**src/sv/ghist_pkg.sv**
```systemverilog
// Shared types and codes for the gray-level histogram unit.
// Used by the controller, the datapath and the top level; depends on nothing.
package ghist_pkg;

    localparam int IN_TDATA_W  = 24;
    localparam int OUT_TDATA_W = 40;
    localparam int FIELD_W     = 8;
    localparam int OUT_COUNT_W = 32;

    typedef enum logic {
        OP_COUNT = 1'b0,
        OP_READ  = 1'b1
    } op_t;

    typedef enum logic [1:0] {
        ST_CLEAR,
        ST_IDLE,
        ST_UPDATE
    } state_t;

    typedef struct packed {
        logic accept;
        logic update;
        logic clr_step;
    } ctrl_cmd_t;

    typedef struct packed {
        logic clr_last;
        logic is_read;
        logic out_blocked;
    } dp_status_t;

endpackage

```
**src/sv/ghist_ctrl.sv**
```systemverilog
// Controller state machine of the histogram unit: clearing pass, accept, update.
// Depends on ghist_pkg.
module ghist_ctrl
    import ghist_pkg::*;
(
    input  logic       clk,
    input  logic       rst_n,
    input  logic       s_tvalid,
    output logic       s_tready,
    input  dp_status_t status,
    output ctrl_cmd_t  cmd
);

    state_t state_reg;
    state_t state_next;

    always_ff @(posedge clk or negedge rst_n)
    begin
        if (!rst_n)
        begin
            state_reg <= ST_CLEAR;
        end
        else
        begin
            state_reg <= state_next;
        end
    end

    always_comb
    begin
        state_next   = state_reg;
        s_tready     = 1'b0;
        cmd.accept   = 1'b0;
        cmd.update   = 1'b0;
        cmd.clr_step = 1'b0;
        unique case (state_reg)
            ST_CLEAR:
            begin
                cmd.clr_step = 1'b1;
                if (status.clr_last)
                begin
                    state_next = ST_IDLE;
                end
            end
            ST_IDLE:
            begin
                s_tready = 1'b1;
                if (s_tvalid)
                begin
                    cmd.accept = 1'b1;
                    state_next = ST_UPDATE;
                end
            end
            ST_UPDATE:
            begin
                if (!(status.is_read && status.out_blocked))
                begin
                    cmd.update = 1'b1;
                    state_next = ST_IDLE;
                end
            end
            default:
            begin
                state_next = ST_CLEAR;
            end
        endcase
    end

endmodule

```
**config.mk**
```make
export PLATFORM = sky130hd
export DESIGN_NAME = ghist_ctrl
export DESIGN_NICKNAME = d
export VERILOG_FILES = /design/src/sv/ghist_pkg.sv /design/src/sv/ghist_ctrl.sv
export SDC_FILE = /design/constraint.sdc
export NUM_CORES = 1
export LEC_CHECK = 0
export ABC_AREA = 1
export BUFFER_PORTS_ARGS = -buffer_cell sky130_fd_sc_hd__buf_2
export CAP_MARGIN = 30
export CORE_AREA = 4 4 41 43
export CTS_CLUSTER_SIZE = 24
export DETAILED_ROUTE_END_ITERATION = 16
export DIE_AREA = 0 0 45 47
export GPL_ROUTABILITY_DRIVEN = 0
export GPL_TIMING_DRIVEN = 0
export PLACE_DENSITY = 0.32
export SLEW_MARGIN = 20
export SYNTH_ARGS = -nofsm -noshare
export SYNTH_HDL_FRONTEND = slang
export SYNTH_SLANG_ARGS = --single-unit
```
**constraint.sdc**
```tcl
create_clock -name clk -period 0.8 [get_ports clk]
set_input_delay 0.08 -clock clk [delete_from_list [all_inputs] [get_ports clk]]
set_output_delay 0.08 -clock clk [all_outputs]
set_load 0.005 [all_outputs]
```
* Yosys cells after proc, flatten, opt, wreduce, memory -nomap -nowiden
Index checks and enable logic that the tools add are counted. W data, S select, Z words.
Operators by class: reduce and logical (&&, ||, !) cells 3, multiplexer cells 10, equality and inequality tests 5
Operators by type and width (number):
- $mux W1 | 6
- $mux W2 | 3
- $ne A2 B2 Y1 const B | 3
- $pmux W2 S3 | 1
- $reduce_and A3 Y1 | 1
- $eq A2 B1 Y1 const B | 1
- $eq A2 B2 Y1 const B | 1
- $logic_not A2 Y1 | 1
- $logic_and A1 B1 Y1 | 1
Word-level totals: word-level logic and storage cells 19, bits of input ports 6, register bits 2, output and inout port bits 4

* Depth between registers and ports, before layout
word-level depth 3, depth in mapped cells 5, mapped depth without buffers 5

* Worst setup path after synthesis
OpenSTA, ideal clock, no wires.
path kind register to register, start point reg state_reg[0], end point reg state_reg[0], stages on the path, launching flop included 5, path slack -0.003 ns, period minus slack after synthesis 0.803 ns, library setup time 0.114 ns, data arrival time 0.689 ns, path through dfrtp_1 nor2_2 nand2_1 nand2_1 nor2_2
Between the ends: longest elaborated chain between the ends 3, elaborated cells on any way between the ends 8, those cells by class eq/ne (5); mux (1); reduce/logical (2)
Ends and longest elaborated chain:
- start, declared | RTL line ghist_ctrl.sv:14 | state_t state_reg;
- start signal, assigned | RTL line ghist_ctrl.sv:25 | state_reg <= state_next;
- $eq A2 B2 Y1 (tied with other cells) | RTL line ghist_ctrl.sv:36 | unique case (state_reg)
- $ne A2 B2 Y1 (no line)
- $reduce_and A3 Y1 (no line)
Several ways; a longest one is shown, not always the timed one. A chain may end at the register's enable or synchronous reset.

==> results.json <==
{
  "drv_slew": 0,
  "core_area_sq_um": 1300,
  "holdWs_ns": 0.135,
  "path_buf_inv": 2,
  "antenna_found_initial": 0,
  "yosysTopAreaCellShare_pct": 40.0,
  "setup_slack_ns": -0.281,
  "cts_max_path_buffers": 2,
  "cts_sinks": 2,
  "ys_seq_area_share_pct": 40.0,
  "htreeDepth": 1,
  "top_usage_layer": "met4",
  "rsz0062_at_grt": "true",
  "slowest_delay_ns": 0.39,
  "finalClockSkew_ns": 0.00266,
  "grt.total_usage_pct": 4.97,
  "grt_use_met1_pct": 4.07,
  "dr_total_vias": 165,
  "clkTransAtPathRegs_ns": 0.03,
  "worstSetupStartpointType": "flop",
  "firstDrtPassIters": 1,
  "grt_pass1_wl_microns": 621,
  "drtIter0Drc": 0,
  "yosys.area.top_type": "dfrtp_1",
  "clockRootBuffer": "clkbuf_4",
  "period_needed_ns": 1.08,
  "p_int_uw": 537,
  "largest_reg_flops": 2,
  "critical_path.top_delay_family": "flip-flops",
  "worstSetupStartpoint": "state_reg[1]",
  "io_pins": 10,
  "placedCellCount": 43,
  "power_frac_comb_pct": 47.7,
  "die_w_microns": 45,
  "fin_crit_sh_pct": 135,
  "clk_latency_ns": 0.22,
  "multi_input_area_sq_um": 68.8,
  "overflow": 0,
  "maxCapViolCount": 0,
  "fill_cells": 164,
  "crit_type": "reg -> out",
  "cts_inserted_buffers": 3,
  "swShare_pct": 37.1,
  "grt_max_degree": 6,
  "p_leak_nw": 0.135,
  "setup-violations-final": 6,
  "p_sw_uw": 316,
  "utilization_pct": 19.1,
  "layout.cells.non_filler": 48,
  "crit_chain": "inv_2 -> nor3_2 -> buf_2",
  "grt_pass1_vias": 165,
  "hold_class": "in -> reg",
  "die-area_sq_um": 2120,
  "cp.arrival_ns": 1.00,
  "layout_common_cells": "8 x buf_2, 4 x nand2_1, 3 x clkbuf_4",
  "grt_use_met2_pct": 5.65,
  "portBuffers": 9,
  "synth_cell_types": 10,
  "synth_area_per_cell_sq_um": 6.59,
  "seq_area_sq_um": 51.3,
  "ys_seq_elements": 2,
  "initial_core_util_pct": 9.62,
  "die_h_microns": 47,
  "wl_per_cell_microns": 8.21,
  "cp.depth": 3,
  "slowest_stage": "dfrtp_1",
  "synth_area_leaders": "dfrtp_1 40%, nand2_1 15%, nor2_2 10%",
  "setup_tns_ns": -1.09,
  "rr_endpoint": "state_reg[0]",
  "violations": "setup timing",
  "nets": 41,
  "critPathRequiredTime_ns": 0.72,
  "end_kind": "output pin",
  "syn_area_sq_um": 125,
  "hpwl_microns": 281,
  "tightest_slew_ns": 0.148,
  "dpl_worst_slack_ns": -0.0558,
  "clock.fmax_mhz": 925,
  "peakVddDrop_mv": 0.833,
  "powerDensity_nw_per_um2": 3430,
  "hold_path_depth": 3,
  "layout-drive-gt1-share_pct": 60.6,
  "relSlewSlack_pct": 90.1,
  "outcome": "finished with violations",
  "cts_tree": "done",
  "layout_commonest_cell": "buf_2",
  "area_growth_pct": 99.0,
  "yosysWarnings": 0,
  "clockPowerShare_pct": 25.3,
  "grtUsageMet3_pct": 3.83,
  "worstRegToRegCells": 5,
  "n_antenna_cell": 0,
  "wl_microns": 394,
  "ant_nets": 0,
  "num_rows": 13,
  "reg2reg_setup_slack_ns": -0.10,
  "avgViaCountPerCell": 3.44,
  "drc": 0,
  "r2r_start": "state_reg[1]",
  "critPathMaxFanout": 3,
  "power_frac_seq_pct": 27.1,
  "syn_inst": 19,
  "synthesis.nets": 25,
  "hold_path_end": "state_reg[1]",
  "finalHoldViolCount": 0,
  "hp-start": "s_tvalid"
}
## logic make-up after synthesis
kind of cell | after synthesis | share of synthesized area (%)
DFF | 2 | 40.0
buffers and inverters | 5 | 15.0
AOI/OAI and AO/OA | 2 | 10.0
and+or+nand+nor | 10 | 35.0
## tightest hold or removal path, delay by kind of cell
family / cells / cell delay (ns)
buffers and inverters: 2 / 0.17
AOI/OAI and AO/OA: 1 / 0.06
## worst max path at each step
stage | end | slack, ns
floorplan | state_reg[0] | 0.01
global placement | cmd[2] | -0.03
detailed placement | cmd[1] | -0.06
CTS | cmd[2] | -0.27
global route | cmd[1] | -0.33
finish | cmd[1] | -0.28
## through the flow
| step | total power [mW] | area [sq um] |
|---|---|---|
| after floorplan | 0.367 | 125 |
| after global placement | 0.493 | 189 |
| after detailed placement | 0.500 | 189 |
| after CTS | 0.771 | 230 |
| after global routing | 0.945 | 249 |
| final | 0.853 | 249 |
## power groups by stage
stage               registers, mW  clock network (mW)  logic [mW]
floorplan                   0.195                   0       0.172
global placement            0.208                   0       0.285
detailed placement          0.212                   0       0.288
CTS                         0.224               0.232       0.315
global route                0.240               0.249       0.457
finish                      0.231               0.216       0.407
## area by class of cell
type	instances	share of cell area (%)
inverters	5	7.54
repair buffers	11	27.6
clock buffers	3	9.05
well taps	15	7.54
multi-input cells	12	27.6
flip-flops and latches	2	20.6
## routing by layer
layer	vias to the layer above	share of wire [%]
li1	84	-
met1	73	46
met2	8	47
met3	0	6.9
met4	0	0
met5	-	0
## Yosys cell counts
library cell  instances
o21a_1                1
nor2_2                2
o21ai_1               1
nor3_1                1
clkinv_1              1
nor2_1                2
dfrtp_1               2
inv_2                 1
inv_1                 3
nand2_1               5
## what timing repair did
| action | CTS | global route |
|---|---|---|
| endpoints found under the hold margin | 2 | 0 |
| endpoints found under the setup margin | 5 | 6 |
| hold buffers | 1 | 0 |
| gates resized for setup | 3 | 3 |
| setup buffers | 0 | 1 |
| gates cloned | 0 | 0 |
| pin swaps | 3 | 3 |
Power figures use the tool's default switching activity.
